## src/hdl/swt_pkg.sv

```systemverilog
// Shared types, character codes and helper functions for the shell word tokenizer.
// No dependencies; the lexer, the result buffer and the top level import this package.
package swt_pkg;

   // Character codes
   localparam logic [7:0] CH_BEL   = 8'h07;
   localparam logic [7:0] CH_BS    = 8'h08;
   localparam logic [7:0] CH_HT    = 8'h09;
   localparam logic [7:0] CH_LF    = 8'h0A;
   localparam logic [7:0] CH_VT    = 8'h0B;
   localparam logic [7:0] CH_FF    = 8'h0C;
   localparam logic [7:0] CH_CR    = 8'h0D;
   localparam logic [7:0] CH_ESC   = 8'h1B;
   localparam logic [7:0] CH_SPACE = 8'h20;
   localparam logic [7:0] CH_DQ    = 8'h22;
   localparam logic [7:0] CH_SQ    = 8'h27;
   localparam logic [7:0] CH_BSL   = 8'h5C;

   // Lexer modes; codes six and seven are never entered
   typedef enum logic [2:0] {
      MODE_IDLE    = 3'd0,
      MODE_BARE    = 3'd1,
      MODE_ESC_BARE = 3'd2,
      MODE_DQ      = 3'd3,
      MODE_ESC_DQ  = 3'd4,
      MODE_SQ      = 3'd5
   } mode_type;

   // One result word
   typedef struct packed {
      logic       has_char;
      logic [7:0] out_char;
      logic       word_end;
      logic       line_done;
      logic       run_last;
   } rec_type;

   // Results caused by one input byte
   typedef struct packed {
      logic [1:0] count;
      rec_type    rec0;
      rec_type    rec1;
   } step_type;

   // Lexer status seen by the top level
   typedef struct packed {
      mode_type mode;
      logic     word_open;
   } lex_stat_type;

   function automatic logic is_blank(input logic [7:0] c);
      return (c == CH_SPACE) || ((c >= CH_HT) && (c <= CH_CR));
   endfunction

   // Control code for an escape letter, zero when the letter has none
   function automatic logic [7:0] ctrl_code(input logic [7:0] c);
      logic [7:0] code;
      case (c)
         8'h61: code = CH_BEL; // a
         8'h62: code = CH_BS;  // b
         8'h65: code = CH_ESC; // e
         8'h66: code = CH_FF;  // f
         8'h6E: code = CH_LF;  // n
         8'h72: code = CH_CR;  // r
         8'h74: code = CH_HT;  // t
         8'h76: code = CH_VT;  // v
         default: code = 8'h00;
      endcase
      return code;
   endfunction

endpackage

```

## src/hdl/swt_req_if.sv

```systemverilog
// Input channel of the shell word tokenizer: one command line byte per word.
// Depends on nothing.
interface swt_req_if;
   logic       valid;
   logic       ready;
   logic [7:0] in_byte;
   logic       line_end;

   modport source (output valid, output in_byte, output line_end, input ready);
   modport sink   (input valid, input in_byte, input line_end, output ready);
endinterface

```

## src/hdl/swt_rsp_if.sv

```systemverilog
// Result channel of the shell word tokenizer: one word character or word end per word.
// Depends on nothing.
interface swt_rsp_if;
   logic       valid;
   logic       ready;
   logic       has_char;
   logic [7:0] out_char;
   logic       word_end;
   logic       line_done;
   logic       run_last;

   modport source (output valid, output has_char, output out_char, output word_end,
                   output line_done, output run_last, input ready);
   modport sink   (input valid, input has_char, input out_char, input word_end,
                   input line_done, input run_last, output ready);
endinterface

```

## src/hdl/swt_lexer.sv

```systemverilog
// Lexer state machine: holds the quoting mode and open-word flag, and decodes one
// byte into up to two result words. Depends on swt_pkg.
module swt_lexer (
   input  logic                  clock,
   input  logic                  reset,
   input  logic                  accept,
   input  logic [7:0]            in_byte,
   input  logic                  line_end,
   output swt_pkg::step_type     step,
   output swt_pkg::lex_stat_type stat
);
   import swt_pkg::*;

   mode_type   mode_ff, mode_in;
   logic       open_ff, open_in;
   logic [7:0] ctl;
   logic       esc_lit;
   logic [1:0] n;
   rec_type    r0, r1;

   // Escape decode shared by both escape modes
   assign ctl     = ctrl_code(in_byte);
   assign esc_lit = (in_byte == CH_DQ) || (in_byte == CH_BSL) ||
                    ((mode_ff == MODE_ESC_BARE) &&
                     ((in_byte == CH_SPACE) || (in_byte == CH_SQ)));

   // Next mode
   always_comb begin
      mode_in = MODE_IDLE;
      unique case (mode_ff)
         MODE_BARE: begin
            if (in_byte == CH_BSL) mode_in = MODE_ESC_BARE;
            else if (is_blank(in_byte)) mode_in = MODE_IDLE;
            else mode_in = MODE_BARE;
         end
         MODE_ESC_BARE: mode_in = MODE_BARE;
         MODE_DQ: begin
            if (in_byte == CH_BSL) mode_in = MODE_ESC_DQ;
            else if (in_byte == CH_DQ) mode_in = MODE_IDLE;
            else mode_in = MODE_DQ;
         end
         MODE_ESC_DQ: mode_in = MODE_DQ;
         MODE_SQ: begin
            if (in_byte == CH_SQ) mode_in = MODE_IDLE;
            else mode_in = MODE_SQ;
         end
         default: begin
            if (in_byte == CH_DQ) mode_in = MODE_DQ;
            else if (in_byte == CH_SQ) mode_in = MODE_SQ;
            else if (!is_blank(in_byte)) mode_in = MODE_BARE;
            else mode_in = MODE_IDLE;
         end
      endcase
      // drop back between words after the final byte
      if (line_end) mode_in = MODE_IDLE;
   end

   // Result words and open-word flag
   always_comb begin
      n       = 2'd0;
      r0      = '0;
      r1      = '0;
      open_in = open_ff;
      unique case (mode_ff)
         MODE_BARE: begin
            if (in_byte == CH_BSL) begin
               n = 2'd0;
            end else if (is_blank(in_byte)) begin
               r0.word_end = 1'b1;
               n           = 2'd1;
               open_in     = 1'b0;
            end else begin
               r0.has_char = 1'b1;
               r0.out_char = in_byte;
               n           = 2'd1;
               open_in     = 1'b1;
            end
         end
         MODE_ESC_BARE, MODE_ESC_DQ: begin
            r0.has_char = 1'b1;
            open_in     = 1'b1;
            if (esc_lit) begin
               r0.out_char = in_byte;
               n           = 2'd1;
            end else if (ctl != 8'h00) begin
               r0.out_char = ctl;
               n           = 2'd1;
            end else begin
               // unknown escape keeps its backslash
               r0.out_char = CH_BSL;
               r1.has_char = 1'b1;
               r1.out_char = in_byte;
               n           = 2'd2;
            end
         end
         MODE_DQ: begin
            if (in_byte == CH_BSL) begin
               n = 2'd0;
            end else if (in_byte == CH_DQ) begin
               r0.word_end = 1'b1;
               n           = 2'd1;
               open_in     = 1'b0;
            end else begin
               r0.has_char = 1'b1;
               r0.out_char = in_byte;
               n           = 2'd1;
               open_in     = 1'b1;
            end
         end
         MODE_SQ: begin
            if (in_byte == CH_SQ) begin
               r0.word_end = 1'b1;
               n           = 2'd1;
               open_in     = 1'b0;
            end else begin
               r0.has_char = 1'b1;
               r0.out_char = in_byte;
               n           = 2'd1;
               open_in     = 1'b1;
            end
         end
         default: begin
            if (!is_blank(in_byte) && (in_byte != CH_DQ) && (in_byte != CH_SQ)) begin
               r0.has_char = 1'b1;
               r0.out_char = in_byte;
               n           = 2'd1;
               open_in     = 1'b1;
            end
         end
      endcase

      // close an open word on the final byte, and always emit at least one word there
      if (line_end) begin
         if (open_in) begin
            if ((n == 2'd1) && !r0.word_end) begin
               r0.word_end = 1'b1;
            end else if ((n == 2'd2) && !r1.word_end) begin
               r1.word_end = 1'b1;
            end else if (n == 2'd0) begin
               r0.word_end = 1'b1;
               n           = 2'd1;
            end else if (n == 2'd1) begin
               r1.word_end = 1'b1;
               n           = 2'd2;
            end
         end
         if (n == 2'd0) n = 2'd1;
         open_in = 1'b0;
      end

      // mark the last word of this byte
      if (n == 2'd2) begin
         r1.run_last  = 1'b1;
         r1.line_done = line_end;
      end else begin
         r0.run_last  = 1'b1;
         r0.line_done = line_end;
      end
   end

   // Advance state on each accepted byte
   always_ff @(posedge clock) begin
      if (reset) begin
         mode_ff <= MODE_IDLE;
         open_ff <= 1'b0;
      end else if (accept) begin
         mode_ff <= mode_in;
         open_ff <= open_in;
      end
   end

   assign step.count = n;
   assign step.rec0  = r0;
   assign step.rec1  = r1;
   assign stat.mode      = mode_ff;
   assign stat.word_open = open_ff;

endmodule

```

## src/hdl/swt_obuf.sv

```systemverilog
// Two-entry result buffer: loads the words of one byte and drains them one per cycle while the receiver is ready.
// Depends on swt_pkg and swt_rsp_if.
module swt_obuf (
   input  logic              clock,
   input  logic              reset,
   input  logic              load,
   input  swt_pkg::step_type step,
   output logic              space,
   swt_rsp_if.source         rsp
);
   import swt_pkg::*;

   logic [1:0] cnt_ff, cnt_in;
   rec_type    rec0_ff, rec0_in;
   rec_type    rec1_ff, rec1_in;
   logic       take;

   assign take  = rsp.valid && rsp.ready;
   // accept a new byte when the buffer is empty or empties this cycle
   assign space = (cnt_ff == 2'd0) || ((cnt_ff == 2'd1) && rsp.ready);

   // Load, shift or hold
   always_comb begin
      cnt_in  = cnt_ff;
      rec0_in = rec0_ff;
      rec1_in = rec1_ff;
      if (load) begin
         cnt_in  = step.count;
         rec0_in = step.rec0;
         rec1_in = step.rec1;
      end else if (take) begin
         if (cnt_ff == 2'd2) begin
            cnt_in  = 2'd1;
            rec0_in = rec1_ff;
         end else begin
            cnt_in = 2'd0;
         end
      end
   end

   always_ff @(posedge clock) begin
      if (reset) cnt_ff <= 2'd0;
      else cnt_ff <= cnt_in;
   end

   always_ff @(posedge clock) begin
      rec0_ff <= rec0_in;
      rec1_ff <= rec1_in;
   end

   assign rsp.valid     = (cnt_ff != 2'd0);
   assign rsp.has_char  = rec0_ff.has_char;
   assign rsp.out_char  = rec0_ff.out_char;
   assign rsp.word_end  = rec0_ff.word_end;
   assign rsp.line_done = rec0_ff.line_done;
   assign rsp.run_last  = rec0_ff.run_last;

endmodule

```

## src/hdl/shell_word_tokenizer_unit.sv

```systemverilog
// Shell word tokenizer top level. The first result word appears in the cycle after the byte is taken.
// Throughput: one byte per cycle while results are taken and each byte gives at most one word; a byte
// that gives two words holds off the next, as the two-entry buffer drains one word per cycle when ready.
// Reset (synchronous, active high) returns the lexer between words and empties the buffer.
// Depends on swt_pkg, swt_req_if, swt_rsp_if, swt_lexer and swt_obuf.
module shell_word_tokenizer_unit (
   input logic       clock,
   input logic       reset,
   swt_req_if.sink   req,
   swt_rsp_if.source rsp
);
   import swt_pkg::*;

   step_type     step;
   lex_stat_type stat;
   logic         space;
   logic         accept;

   assign req.ready = space;
   assign accept    = req.valid && req.ready;

   // Decode the byte and keep the quoting state
   swt_lexer u_lexer (
      .clock    (clock),
      .reset    (reset),
      .accept   (accept),
      .in_byte  (req.in_byte),
      .line_end (req.line_end),
      .step     (step),
      .stat     (stat)
   );

   // Hold and drain the result words
   swt_obuf u_obuf (
      .clock (clock),
      .reset (reset),
      .load  (accept),
      .step  (step),
      .space (space),
      .rsp   (rsp)
   );

   // A final byte leaves the lexer between words with no open word
   a_line_reset: assert property (@(posedge clock) disable iff (reset)
      accept && req.line_end |=> (stat.mode == MODE_IDLE) && !stat.word_open)
      else $error("lexer not idle after final byte");

   // The first of two words blocks the next byte
   a_pair_blocks: assert property (@(posedge clock) disable iff (reset)
      rsp.valid && !rsp.run_last |-> !req.ready)
      else $error("byte taken while a word pair is pending");

   // An empty result word only marks the end of the line
   a_empty_word: assert property (@(posedge clock) disable iff (reset)
      rsp.valid && !rsp.has_char && !rsp.word_end |-> rsp.line_done && rsp.run_last)
      else $error("empty result word outside line end");

   // A done line ends its byte's run
   a_done_last: assert property (@(posedge clock) disable iff (reset)
      rsp.valid && rsp.line_done |-> rsp.run_last)
      else $error("line done before last word of the byte");

endmodule
```

## src/flat_wrapper.sv

```systemverilog
// flat-port wrapper written by rule: the top's interface ports become plain ports
module shell_word_tokenizer_unit_flat import swt_pkg::*;
  (clock, reset, req_valid, req_in_byte, req_line_end, req_ready, rsp_valid, rsp_has_char, rsp_out_char, rsp_word_end, rsp_line_done, rsp_run_last, rsp_ready);
  swt_req_if req_i ();
  swt_rsp_if rsp_i ();
  input logic clock;
  input logic reset;
  input wire logic [$bits(req_i.valid)-1:0] req_valid;
  input wire logic [$bits(req_i.in_byte)-1:0] req_in_byte;
  input wire logic [$bits(req_i.line_end)-1:0] req_line_end;
  output wire logic [$bits(req_i.ready)-1:0] req_ready;
  output wire logic [$bits(rsp_i.valid)-1:0] rsp_valid;
  output wire logic [$bits(rsp_i.has_char)-1:0] rsp_has_char;
  output wire logic [$bits(rsp_i.out_char)-1:0] rsp_out_char;
  output wire logic [$bits(rsp_i.word_end)-1:0] rsp_word_end;
  output wire logic [$bits(rsp_i.line_done)-1:0] rsp_line_done;
  output wire logic [$bits(rsp_i.run_last)-1:0] rsp_run_last;
  input wire logic [$bits(rsp_i.ready)-1:0] rsp_ready;
  assign req_i.valid = req_valid;
  assign req_i.in_byte = req_in_byte;
  assign req_i.line_end = req_line_end;
  assign req_ready = req_i.ready;
  assign rsp_valid = rsp_i.valid;
  assign rsp_has_char = rsp_i.has_char;
  assign rsp_out_char = rsp_i.out_char;
  assign rsp_word_end = rsp_i.word_end;
  assign rsp_line_done = rsp_i.line_done;
  assign rsp_run_last = rsp_i.run_last;
  assign rsp_i.ready = rsp_ready;
  shell_word_tokenizer_unit u_core (.clock(clock), .reset(reset), .req(req_i), .rsp(rsp_i));
endmodule
```

## config.mk

```make
export PLATFORM = sky130hd
export DESIGN_NAME = shell_word_tokenizer_unit_flat
export DESIGN_NICKNAME = d
export VERILOG_FILES = /design/src/hdl/swt_pkg.sv /design/src/hdl/swt_req_if.sv /design/src/hdl/swt_rsp_if.sv /design/src/hdl/swt_lexer.sv /design/src/hdl/swt_obuf.sv /design/src/hdl/shell_word_tokenizer_unit.sv /design/src/flat_wrapper.sv
export SDC_FILE = /design/constraint.sdc
export NUM_CORES = 1
export LEC_CHECK = 0
export BUFFER_PORTS_ARGS = -buffer_cell sky130_fd_sc_hd__buf_2
export CORE_ASPECT_RATIO = 0.5
export CORE_MARGIN = 1.5
export CORE_UTILIZATION = 38
export CTS_CLUSTER_SIZE = 10
export DETAILED_ROUTE_END_ITERATION = 10
export PLACE_DENSITY = 0.54
export SETUP_SLACK_MARGIN = 0.15
export SLEW_MARGIN = 10
export SYNTH_ARGS = -nofsm -noshare
export SYNTH_HDL_FRONTEND = slang
export SYNTH_HIERARCHICAL = 1
export SYNTH_SLANG_ARGS = --single-unit
export TNS_END_PERCENT = 100
```

## constraint.sdc

```tcl
create_clock -name clock -period 5.9 [get_ports clock]
set_input_delay 0.59 -clock clock [delete_from_list [all_inputs] [get_ports clock]]
set_output_delay 0.59 -clock clock [all_outputs]
set_load 0.05 [all_outputs]
```

; Word level (Yosys, flattened, before mapping)
; Index checks and enable logic that the tools add are counted.
[totals]
ff_bits = 30
in_bits = 13
output_inout_bits = 14
wordCells = 131
[op_classes]
order_cmp = 2
eq_ne = 24
n_mux = 61
bitwise = 3
reduce_logical = 28
[ops]
columns = op, count
row1 = $eq A8 B7 Y1 const B, 9
row2 = $mux W9, 5
row3 = $pmux W5 S8, 1
row4 = $mux W12, 3
row5 = $pmux W9 S4, 1
row6 = $mux W2, 15
row7 = $eq A8 B6 Y1 const B, 3
row8 = $mux W1, 23
row9 = $mux W10, 2
row10 = $mux W8, 2
row11 = $ne A8 B6 Y1 const B, 2
row12 = $mux W3, 5
row13 = $pmux W3 S5, 1
row14 = $ge A8 B4 Y1 const B, 1
row15 = $le A8 B4 Y1 const B, 1
row16 = $logic_and A1 B1 Y1, 8
row17 = $reduce_bool A8 Y1, 1
row18 = $eq A2 B2 Y1 const B, 3
row19 = $eq A3 B2 Y1 const B, 2
row20 = $eq A3 B3 Y1 const B, 2
row21 = $logic_not A2 Y1, 3
row22 = $pmux W2 S3, 1
row23 = $reduce_bool A2 Y1, 3
row24 = $reduce_or A2 Y1, 3
row25 = 9 further kinds, 18

; Longest topological paths before layout
[logic_depth]
word_depth = 21
ltp_mapped = 15
depth_no_buf = 13

; Cells and area by module
; Netlist, hierarchy kept.
[modules_own_cells]
columns = module, n_inst, cells_each, area_per_inst_um2, seq_area_each_um2
row1 = swt_lexer, 1, 189, 1219.9, 80.1
row2 = swt_obuf, 1, 51, 984.7, 760.7
row3 = shell_word_tokenizer_unit, 1, 1, 6.3, 0.0

; Worst setup path after synthesis
; No wires, ideal clock.
[synth_timing]
path_kind = input to register
start = input req_in_byte[5]
end = register u_core.u_obuf.rec0_ff, in the netlist u_core/u_obuf/rsp.line_done (data pin)
setup_time_ps = 260
arrival_time_ps = 2998
required_time_ps = 5640
slack_ps = 2642
cell_stages = 14
n_path_buf = 2
cell_sequence = buf_4 and4bb_2 nand2_1 a21oi_1 o21ai_0 and2_0 clkbuf_1 inv_2 ha_1 nand2b_1 a21boi_4 mux2i_1 and2_1 mux2_2
[synth_lines]
columns = item, line_no
row1 = start: declaration, flat_wrapper.sv:9  ; input wire logic [$bits(req_i.in_byte)-1:0] req_in_byte;
row2 = end signal: assignment, swt_obuf.sv:47  ; rec0_ff <= rec0_in;
row3 = end: declaration, swt_obuf.sv:14  ; rec_type rec0_ff, rec0_in;

==> reports/summary.txt <==
number of remaining DRC errors - 0
effective utilization at floorplan - 39.8%
GP Congestion - 0.849
total of max-cap violations - 0
final net count - 273
standard-cell rows - 19
CP Data Required Time - 5.91 ns
crit start category - flip-flop
wire length of the first global-routing pass - 8450 µm
leakage - 0.953 nW
Power Density - 254 mW/mm²
vias in the first global route - 1649
delay of the slowest critical-path stage - 0.71 ns
CTS buffer count - 5
slew of the pin with the lowest slew margin - 0.720 ns
cell with the largest stage delay on the worst path - dfxtp_1
synthesized netlist net count - 255
drt total wl - 5330 µm
number of instances resized during post-cts repair - 0
clock-pin transition on the worst setup and hold timing paths - 0.05 ns
fraction of final layout cells with drive strength greater than 1 - 23.9%
IO buf count - 26
Arrival @ worst endpoint - 3.91 ns
Detailed Place HPWL - 3920 µm
largest fanout of any net on the critical path - 19
hold buffer count at cts - 0
total number of yosys warnings - 6
Antenna Diode Count - 0
vias after detailed routing - 1891
number of buffers on the longest clock path - 2
class of the most critical setup path - reg -> reg
detailed-routing iteration count for the pre-antenna-repair pass - 4
violation count after the first detailed-routing iteration - 169
post-synthesis to final-layout area growth - 14.8%
Post-Synthesis Cell Area - 0.00220 mm²
height of the die - 56.8 µm
leading cell type in the layout, fill and taps excluded - buf_2
Slew Limit Headroom - 51.9%
Core Box Area - 0.00554 mm²
hold violation total from the final report - 0
Crit path max-delay family - simple AND/OR/NAND/NOR gates
largest vdd supply drop - 0.137 mV
DR vias/cell - 5.70
All-Layer GR Usage - 17.0%
residual antenna-violating net count after detailed routing - 0
largest net degree at the start of global routing - 36
RSZ-0062 raised after global routing - no
root buffer cell - clkbuf_16
clock period minus final worst setup slack - 3.89 ns
antenna violations before repair - 0
Core Util, Final - 45.7%
maximum operating frequency - 257 MHz
clock insertion delay at the later pin of the skew report - 0.27 ns
Routed WL per cell - 16.0 µm
share of the cycle needed by the critical path after routing - 66.0%
max-slew violation count - 0
width of the die - 111 µm
number of buffers and inverters on the critical path - 1
Die Area - 0.00629 mm²
residual overflow from global routing - 0
H-tree Lvls - 2
count of final setup violators - 0
Boundary Pins - 27
Final TNS setup - 0 ns
cell chain of the critical path - nor3b_1 -> o2111ai_1 -> nand3_1 -> nor2b_1 -> and2_0 -> inv_2 -> ha_1 -> nand2b_1 -> a21boi_4 -> mux2i_1 -> and2_1 -> mux2_2
mean instance size in the synthesized netlist - 9.18 µm²
result of the run - complete, no violations
number of setup buffers added after CTS - 0
worst hold-check path type - reg -> reg
CTS tree - yes
instance count of the mapped netlist - 240
clock sinks - 30
commonest cells after routing, fill and taps aside - buf_2 (26), edfxtp_1 (24), o21ai_0 (18)
type of element capturing the critical path - flip-flop
final clock skew - 0.00412 ns
[per-stage QoR]
step	cell area (µm²)	total power, W	hold slack, ns	instances	worst slack [ns]
2_1_floorplan	2200	0.000327	0.481	240	2.64
3_3_place_gp	2360	0.000351	0.514	324	2.22
3_5_place_dp	2360	0.000352	0.517	324	2.11
4_1_cts	2530	0.000646	0.525	332	2.13
5_1_grt	2530	0.000665	0.567	332	1.71
6_report	2530	0.000642	0.525	332	2.01
[report_power, final]
part | total, W | internal (W) | switching, W
registers | 0.000249 | 0.000244 | 0.00000520
clock network | 0.000292 | 0.000210 | 0.0000820
logic | 0.000101 | 0.0000316 | 0.0000691
total | 0.000642 | 0.000485 | 0.000156
[metal layers]
layer	up-vias	GRT usage [%]	wire, µm
li1	940	-	-
met2	52	23.1	2080
met4	0	4.58	32
met1	895	26.1	2870
met3	4	4.32	343
met5	-	0	0
[sequential cells by signal, indices dropped and copies added, names as in the netlist, 2 cells and up]
signal and count:
u_core/u_obuf/rec1_ff 12, u_core/u_lexer/mode_ff 3, u_core/u_obuf/rsp.out_char 8, u_core/u_obuf/cnt_ff 2
[cell type report]
type	count	area (µm²)
Inverter	9	33.8
Tap cell	73	91.3
Sequential cell	30	841
Fill cell	543	3010
Timing Repair Buffer	27	138
Clock buffer	7	143
Multi-Input combinational cell	185	1250
Clock inverter	1	30.0
[path summary, 6_finish.rpt]
check                            start                           to  slack (ns)  cells past startpoint
max          u_core/u_lexer/mode_ff[0]  u_core/u_obuf/rsp.line_done        2.01                     12
min            u_core/u_obuf/cnt_ff[0]      u_core/u_obuf/cnt_ff[0]        0.52                      2
max reg2reg  u_core/u_lexer/mode_ff[0]  u_core/u_obuf/rsp.line_done        2.01                     12
min reg2reg    u_core/u_obuf/cnt_ff[0]      u_core/u_obuf/cnt_ff[0]        0.52                      2
[worst reg2reg max path: stages, from the launching register on]
cell and delay [ns]:
dfxtp_1 0.71, nor3b_1 0.19, o2111ai_1 0.27, nand3_1 0.19, nor2b_1 0.61, and2_0 0.35
inv_2 0.11, ha_1 0.20, nand2b_1 0.18, a21boi_4 0.24, mux2i_1 0.13, and2_1 0.18
mux2_2 0.27
Power figures use the tool's default switching activity.
